--- src/lsbht_pkg.sv ---
// ----------------------------------------------------------------------------
// lsbht_pkg
// Shared types and constants for the line segment / box hit test.
// ----------------------------------------------------------------------------
package lsbht_pkg;

    // Bit positions in the edge mask
    localparam int unsigned EDGE_TOP    = 0;
    localparam int unsigned EDGE_BOTTOM = 1;
    localparam int unsigned EDGE_LEFT   = 2;
    localparam int unsigned EDGE_RIGHT  = 3;

    localparam int unsigned EDGE_COUNT  = 4;

    // Result of one test, as it leaves the compare logic
    typedef struct packed {
        logic [EDGE_COUNT-1:0] edge_hits;
        logic                  hit;
    } t_hit_result;

    // Output beat width: hit + edge mask, rounded up to whole bytes
    localparam int unsigned RESULT_BITS = 1 + EDGE_COUNT;
    localparam int unsigned OUT_TDATA_W = ((RESULT_BITS + 7) / 8) * 8;

endpackage

--- src/lsbht_hit_calc.sv ---
// ----------------------------------------------------------------------------
// lsbht_hit_calc
// Edge crossing compare: forms the box edges and segment ends in doubled
// units and checks the two vertical edges against the horizontal segment.
// ----------------------------------------------------------------------------
module lsbht_hit_calc #(
    parameter int COORD_BITS = 24
) (
    input  logic [COORD_BITS-1:0] i_line_center_x,
    input  logic [COORD_BITS-1:0] i_line_center_y,
    input  logic [COORD_BITS-2:0] i_line_length,
    input  logic [COORD_BITS-1:0] i_box_center_x,
    input  logic [COORD_BITS-1:0] i_box_center_y,
    input  logic [COORD_BITS-2:0] i_box_width,
    input  logic [COORD_BITS-2:0] i_box_height,
    output lsbht_pkg::t_hit_result o_result
);

    // doubled coordinate is COORD_BITS+1, +/- a length needs one more, plus margin
    localparam int EW = COORD_BITS + 3;

    logic signed [EW-1:0] lx, ly, bx, by;
    logic signed [EW-1:0] len, wd, ht;
    logic signed [EW-1:0] xlo, xhi, ylo, yhi, e_left, e_right;
    logic                 span_ok, y_in;
    logic                 hit_left, hit_right;
    logic [lsbht_pkg::EDGE_COUNT-1:0] mask;

    assign lx  = $signed({{2{i_line_center_x[COORD_BITS-1]}}, i_line_center_x, 1'b0});
    assign ly  = $signed({{2{i_line_center_y[COORD_BITS-1]}}, i_line_center_y, 1'b0});
    assign bx  = $signed({{2{i_box_center_x[COORD_BITS-1]}}, i_box_center_x, 1'b0});
    assign by  = $signed({{2{i_box_center_y[COORD_BITS-1]}}, i_box_center_y, 1'b0});
    assign len = $signed({4'b0000, i_line_length});
    assign wd  = $signed({4'b0000, i_box_width});
    assign ht  = $signed({4'b0000, i_box_height});

    assign xlo     = lx - len;
    assign xhi     = lx + len;
    assign ylo     = by - ht;
    assign yhi     = by + ht;
    assign e_left  = bx - wd;
    assign e_right = bx + wd;

    // zero length or zero height: never a hit
    assign span_ok = (i_line_length != '0) && (i_box_height != '0);
    assign y_in    = (ylo <= ly) && (ly <= yhi);

    assign hit_left  = span_ok && y_in && (xlo <= e_left)  && (e_left  <= xhi);
    assign hit_right = span_ok && y_in && (xlo <= e_right) && (e_right <= xhi);

    always_comb begin
        mask = '0;
        // top and bottom run parallel to the segment
        mask[lsbht_pkg::EDGE_TOP]    = 1'b0;
        mask[lsbht_pkg::EDGE_BOTTOM] = 1'b0;
        mask[lsbht_pkg::EDGE_LEFT]   = hit_left;
        mask[lsbht_pkg::EDGE_RIGHT]  = hit_right;
    end

    assign o_result.edge_hits = mask;
    assign o_result.hit       = |mask;

endmodule

--- config.mk ---
export PLATFORM = sky130hd
export DESIGN_NAME = lsbht_hit_calc
export DESIGN_NICKNAME = d
export VERILOG_FILES = /design/src/lsbht_pkg.sv /design/src/lsbht_hit_calc.sv
export SDC_FILE = /design/constraint.sdc
export NUM_CORES = 1
export LEC_CHECK = 0
export ABC_CLOCK_PERIOD_IN_PS = 4200
export CAP_MARGIN = 10
export CORE_MARGIN = 4
export CORE_UTILIZATION = 62
export DETAILED_ROUTE_END_ITERATION = 10
export DONT_BUFFER_PORTS = 1
export GPL_ROUTABILITY_DRIVEN = 0
export PLACE_DENSITY = 0.93
export SETUP_SLACK_MARGIN = 0.3
export SLEW_MARGIN = 20
export SYNTH_ARGS = -nofsm -noshare
export SYNTH_HDL_FRONTEND = slang
export SYNTH_SLANG_ARGS = --single-unit
--- constraint.sdc ---
create_clock -name vclk -period 4.2
set_input_delay 0.21 -clock vclk [all_inputs]
set_output_delay 0.21 -clock vclk [all_outputs]
set_load 0.01 [all_outputs]
== Word level (Yosys, flattened, before mapping) ==
Index checks and enable logic that the tools add are counted.
Widths: inputs -> output; s select.

* Bits in registers: 0
* Input bits: 165
* Output and inout bits: 5
* Logic and storage cells: 22

* Reduce and logical (&&, ||, !) cells: 10
* Magnitude comparators: 6
* Add/sub/neg operators: 6

{| class="wikitable"
|+ Operators by type and width
! operator !! count
|-
| $le 26x26->1 || 4
|-
| $add 25x24->26 || 3
|-
| $sub 25x24->26 || 3
|-
| $reduce_bool 23->1 || 2
|-
| $le 25x26->1 || 1
|-
| $le 26x25->1 || 1
|-
| $logic_and 1x1->1 || 7
|-
| $reduce_or 2->1 || 1
|}

== Depth between registers and ports, before layout ==
Gate-level depths: netlist (run 1).

* Depth in word-level cells: 7
* Gate-level depth with buffers: 20
* Mapped depth without buffers: 20

== Least setup slack after synthesis (run 1) ==
No wires, ideal clock.

* Path kind: input-to-output
* From: input i_box_height[3]
* To: output o_result[0] (netlist name)
* Buffers on the path: 1
* Data required time: 3.990 ns
* Setup slack: -0.395 ns
* Stages: 20
* Arrival: 4.385 ns
* Path through: inv_1 -> ha_1 -> buf_2 -> o21ba_2 -> o2111ai_1 -> a41oi_1 -> o21ai_1 -> a211o_1 -> a221oi_1 -> nand2b_1 -> nand3_1 -> ha_1 -> nand4_1 -> or2_1 -> or3_1 -> or4_1 -> o211ai_1 -> nand4b_1 -> and4bb_1 -> or2_1

{| class="wikitable"
|+ RTL lines
! what !! line !! text
|-
| start: declaration || lsbht_hit_calc.sv:15 || <nowiki>input logic [COORD_BITS-2:0] i_box_height,</nowiki>
|-
| end: declaration || lsbht_hit_calc.sv:16 || <nowiki>output lsbht_pkg::t_hit_result o_result</nowiki>
|}

==> results.toml, run 1 <==
[placed_design]
port_buffers = 0
detailedPlacementHpwl_mm = 32.8

[worst_hold_path]
worst_hold_path_type = "in2out"

[route]
detail_route.drc_violations = 2
viasPerCell = 6.71
drt_iter0_markers = 1255
route.vias.total = 13200
route.antenna.remaining_nets = 0
drt_wl_total_mm = 40.2
routed_wire_length_per_instance_um = 20.4
dr.pass1.iters = 11

[synth]
ys_warn_count = 0
synth_sequential_area_ratio_pct = 0
synth_top_cells_by_area = "sky130_fd_sc_hd__ha_1 (33%), sky130_fd_sc_hd__xnor2_1 (9.1%), sky130_fd_sc_hd__a21oi_1 (7.1%)"
synth_cells = 1510
synth.lib_cells_used.distinct = 74
postSynthAreaPerCell_um2 = 7.08
synthesis.area_um2 = 10700
area_share_of_the_leading_cell_type_in_the_synthesized_netlist_pct = 33.2
synthDominantAreaCellType = "sky130_fd_sc_hd__ha_1"

[timing]
drv_slew = 0
tightest_slew_ns = 0.674
timing.final.crit_share_pct = 121
layout_min_cycle_time_ns = 5.08
slew_headroom_pct = 54.7
clock.fmax_mhz = 197
finalHoldViolations = 0
rsz0062_at_grt = "true"
postLayoutSetupSlackWorst_ns = -0.881
finalHoldWorstSlack_ns = 1.29
setup_violations = 3

[cts]
postCtsHoldBufs = 0

[worst_setup_path]
worst_setup_path_end_kind = "output port"
cp.required_ns = 3.99
crit_fanout = 3
cp_data_arrival_time_ns = 4.87
timing_worst_setup_path_type = "in2out"
startpoint_type = "primary input"

[global_routing]
first_global_vias = 13600
antenna_found_initial = 0
grt_use_total_pct = 37.1
grt.overflow.total = 0
grt_pass1_wl_mm = 61.5
grt_max_degree = 14

[die]
die-width_um = 139
initial_core_util_pct = 63.8
die_area_um2 = 19400
pin_count = 170
floorplan.core_area_um2 = 16800
die_height_um = 139
std_cell_rows = 47

[cells_and_area]
mostFrequentLayoutCell = "sky130_fd_sc_hd__buf_4"
n_sequential_cell = 0
layout_common_cells = "sky130_fd_sc_hd__buf_4 (291), sky130_fd_sc_hd__ha_1 (277), sky130_fd_sc_hd__inv_1 (184), sky130_fd_sc_hd__a21oi_1 (148), sky130_fd_sc_hd__xnor2_1 (111)"
layout.core_utilization_pct = 79.1
filler_cell_count = 937
finalNetCount = 2203
drive_gt1_share_pct = 20.4
n_clock_buffer = 0
final-seq-area_um2 = 0
area.growth.synth_to_final_pct = 23.9

[job]
cap_violations = 0

[status]
violations_in_the_final_reports = "design-rule violations, negative setup slack"
status = "complete, but fails checks"

[pwr]
total_leakage_power_nw = 6.77
cellPowerDensity_nw_per_um2 = 230
vdd_drop_max_uv = 129
==> final cells by class <==
cell class	count	area [um2]	area share, %
multi-input cells	1263	10100	76.0
repair buffers	291	2180	16.5
inverters	192	721	5.44
well taps	220	275	2.08
diodes	1	2.50	0.0189
==> worst max-delay path: stages <==
cell	delay, ns
sky130_fd_sc_hd__ha_1	0.17
sky130_fd_sc_hd__inv_1	0.07
sky130_fd_sc_hd__fa_1	0.40
sky130_fd_sc_hd__o21bai_1	0.21
sky130_fd_sc_hd__a21oi_1	0.12
sky130_fd_sc_hd__o31a_1	0.28
sky130_fd_sc_hd__buf_4	0.15
sky130_fd_sc_hd__o21bai_1	0.17
sky130_fd_sc_hd__a311oi_1	0.15
sky130_fd_sc_hd__o21bai_1	0.15
sky130_fd_sc_hd__a21oi_1	0.10
sky130_fd_sc_hd__xnor2_1	0.17
sky130_fd_sc_hd__buf_4	0.15
sky130_fd_sc_hd__ha_1	0.29
sky130_fd_sc_hd__nand2_1	0.14
sky130_fd_sc_hd__o21ai_1	0.24
sky130_fd_sc_hd__a22oi_1	0.10
sky130_fd_sc_hd__a221o_1	0.33
sky130_fd_sc_hd__a211oi_1	0.40
sky130_fd_sc_hd__o21ai_0	0.26
sky130_fd_sc_hd__and4bb_2	0.34
sky130_fd_sc_hd__or2_4	0.27
==> repair_timing <==
| action | in CTS | in global routing |
|---|---|---|
| resized for setup | 6 | 26 |
| pin swaps | 8 | 14 |
| buffers inserted | 5 | 7 |
| endpoints found under the setup margin | 3 | 3 |
==> worst paths after layout <==
check / start / endpoint / slack, ns / cells past startpoint
worst min-delay path: i_line_center_y[23] / o_result[4] / 1.29 / 7
worst max-delay path: i_line_center_x[0] / o_result[0] / -0.88 / 22
==> cell families (layout without fill, tap and decap cells) <==
group,Yosys count,after routing,synth area share [%]
fa+ha+maj,290,290,34.3
compound gates,425,425,25.5
other cells,1,3,0.0351
simple gates,403,403,19.4
buf+inv,248,483,8.97
xor+xnor,138,138,11.3
mux,5,5,0.538
==> cells in the mapped netlist (31+ instances only) <==
| master | instances |
|---|---|
| sky130_fd_sc_hd__ha_1 | 284 |
| sky130_fd_sc_hd__inv_1 | 188 |
| sky130_fd_sc_hd__a21oi_1 | 151 |
| sky130_fd_sc_hd__xnor2_1 | 111 |
| sky130_fd_sc_hd__nor2_1 | 102 |
| sky130_fd_sc_hd__nand2_1 | 68 |
| sky130_fd_sc_hd__o21ai_0 | 52 |
| sky130_fd_sc_hd__a21o_1 | 44 |
| sky130_fd_sc_hd__clkbuf_1 | 44 |
| sky130_fd_sc_hd__nor3_1 | 38 |
| sky130_fd_sc_hd__nand4_1 | 35 |
| sky130_fd_sc_hd__nand3_1 | 32 |
| sky130_fd_sc_hd__o21bai_1 | 31 |
==> routing by layer <==
| layer | global-route usage [%] | vias up | part of all wire [%] | wire length [um] |
|---|---|---|---|---|
| li1 | - | 5834 | - | - |
| met1 | 38.0 | 5967 | 33 | 13400 |
| met2 | 67.9 | 1040 | 47 | 18800 |
| met3 | 9.02 | 349 | 11 | 4620 |
| met4 | 22.7 | 0 | 8.3 | 3330 |
| met5 | 0 | - | 0 | 0 |
==> power by group <==
part	total (W)	leakage [nW]	switching (W)	internal, W
registers	0	0	0	0
logic	0.00305	6.77	0.00167	0.00139
clock network	0.000000000151	0.00000634	0	0.000000000151
total	0.00305	6.77	0.00167	0.00139
==> stage by stage <==
stage          TNS, ns  std cells  cell area (um2)  power, W  setup WS [ns]
2_1_floorplan   -0.148       1511            10900   0.00179        -0.0686
3_3_place_gp     -1.81       1954            13000   0.00256         -0.628
3_5_place_dp     -2.16       1954            13000   0.00279         -0.743
4_1_cts          -1.93       1959            13100   0.00282         -0.676
5_1_grt          -3.10       1966            13300   0.00330          -1.10
6_report         -2.49       1967            13300   0.00305         -0.881
Power figures use the tool's default switching activity.
==> inputs of run 2 (changes only) <==
- ABC_CLOCK_PERIOD_IN_PS: 4200 -> 6600
- CORE_MARGIN: 4 -> 2
- CORE_UTILIZATION: 62 -> 40
- PLACE_DENSITY: 0.93 -> 0.66
- clock period: 4.2 -> 6.6 ns (I/O delays scaled with it)
==> run 2 against run 1 <==
Net effect:
- the flow finishes with violations (design-rule violations)
- hold slack got worse by 0.056 ns
- non-clock buffer count fell by 290
- routed wire length fell by 25%
- sequential share of layout area did not move
- cell count fell by 8.9%
- count of clock-buffer cells in the layout did not move
- largest power group unchanged
- highest routed layer unchanged
==> results.toml, run 2 (synthesis results as in run 1) <==
[status]
status = "complete, but fails checks"
violations_in_the_final_reports = "design-rule violations"

[worst_setup_path]
crit_fanout = 8
timing.critical_path.from = "i_box_height[3]"
cp_max_delay_cell = "sky130_fd_sc_hd__a211oi_1"
slowest_delay_ns = 0.64
path_cells = "inv_1 > ha_1 > o21ba_2 > o2111ai_1 > a41oi_1 > o21ai_1 > a211o_1 > a221oi_1 > nand2b_1 > nand3_1 > ha_1 > nand4_1 > or2_1 > or3_1 > or4_1 > o211ai_1 > nand4b_1 > a211oi_1 > or2_1"
cp_data_arrival_time_ns = 5.58
timing_worst_setup_path_type = "in2out"
cell_family_with_most_cp_delay = "compound AO/OA/AOI/OAI gates"
startpoint_type = "primary input"
timing.critical_path.buf_inv = 1
worst_setup_path_end_kind = "output port"
cp.required_ns = 6.27

[route]
route.vias.total = 10300
viasPerCell = 5.73
route.antenna.remaining_nets = 0
dr.pass1.iters = 8
drt_wl_total_mm = 30.3
detail_route.drc_violations = 6
routed_wire_length_per_instance_um = 16.9
drt_iter0_markers = 542

[die]
die_area_um2 = 28100
std_cell_rows = 59
floorplan.core_area_um2 = 26100
pin_count = 170
die-width_um = 168
die_height_um = 168
initial_core_util_pct = 40.9

[placed_design]
placed_cells = 1791
detailedPlacementHpwl_mm = 27.1
port_buffers = 0

[cells_and_area]
drive_gt1_share_pct = 1.58
mostFrequentLayoutCell = "sky130_fd_sc_hd__ha_1"
n_clock_buffer = 0
diodes = 0
layout_common_cells = "sky130_fd_sc_hd__ha_1 (284), sky130_fd_sc_hd__inv_1 (188), sky130_fd_sc_hd__a21oi_1 (151), sky130_fd_sc_hd__xnor2_1 (111), sky130_fd_sc_hd__nor2_1 (102)"
filler_cell_count = 2781
n_sequential_cell = 0
area.growth.synth_to_final_pct = 1.79
finalNetCount = 1913
final-seq-area_um2 = 0
layoutNonFillerInstCount = 1791

[timing]
layout_min_cycle_time_ns = 5.91
setup_violations = 0
setup_tns_ns = 0
timing.final.crit_share_pct = 89.6
finalHoldViolations = 0
clock.fmax_mhz = 169
slew_headroom_pct = 44.8
rsz0062_at_grt = "false"
drv_slew = 0
tightest_slew_ns = 0.807

[cts]
postCtsHoldBufs = 0
postCtsResizedCells = 0
post_cts.repair.setup_buffers = 0

[pwr]
total_leakage_power_nw = 5.29
cellPowerDensity_nw_per_um2 = 134
vdd_drop_max_uv = 50.8

[worst_hold_path]
worst_hold_path_type = "in2out"
min-delay-start = "i_box_center_x[23]"

[global_routing]
antenna_found_initial = 0
grt_use_total_pct = 20.5
grt_max_degree = 15
grt_pass1_wl_mm = 47.9
grt.overflow.total = 0
first_global_vias = 9757

[job]
cap_violations = 0
-- run 2: final timing paths --
path,depth (start not counted),slack (ns),to
setup / recovery,19,0.69,o_result[0]
hold / removal,4,1.23,o_result[4]
-- run 2: layout make-up --
type | count | area [um2] | area share, %
Multi-Input combinational cell | 1263 | 9740 | 89.5
Timing Repair Buffer | 1 | 7.51 | 0.0689
Inverter | 192 | 721 | 6.62
Tap cell | 335 | 419 | 3.85
-- run 2: power by group --
group	internal (W)	total (W)	leakage (nW)	switching, W
logic	0.000620	0.00145	5.29	0.000835
clock network	0	0	0	0
registers	0	0	0	0
-- run 2: metal layers --
metal	routed length [um]	GRT usage, %	share of wire (%)
met2	13500	34.7	44
met3	2850	6.00	9.4
met1	13600	26.5	45
met5	0	0	0
met4	424	2.27	1.4
-- run 2: metrics by stage --
step	worst slack (ns)	cell area [um2]	hold WS (ns)	total power [W]	util [%]
final	0.687	10900	1.23	0.00145	41.7
after global routing	0.321	10900	1.28	0.00164	41.7
after CTS	0.704	10900	1.25	0.00144	41.7
after detailed placement	0.712	10900	1.25	0.00143	41.7
after global placement	0.870	10900	1.24	0.00140	41.7
after floorplan	1.76	10700	1.16	0.00112	-
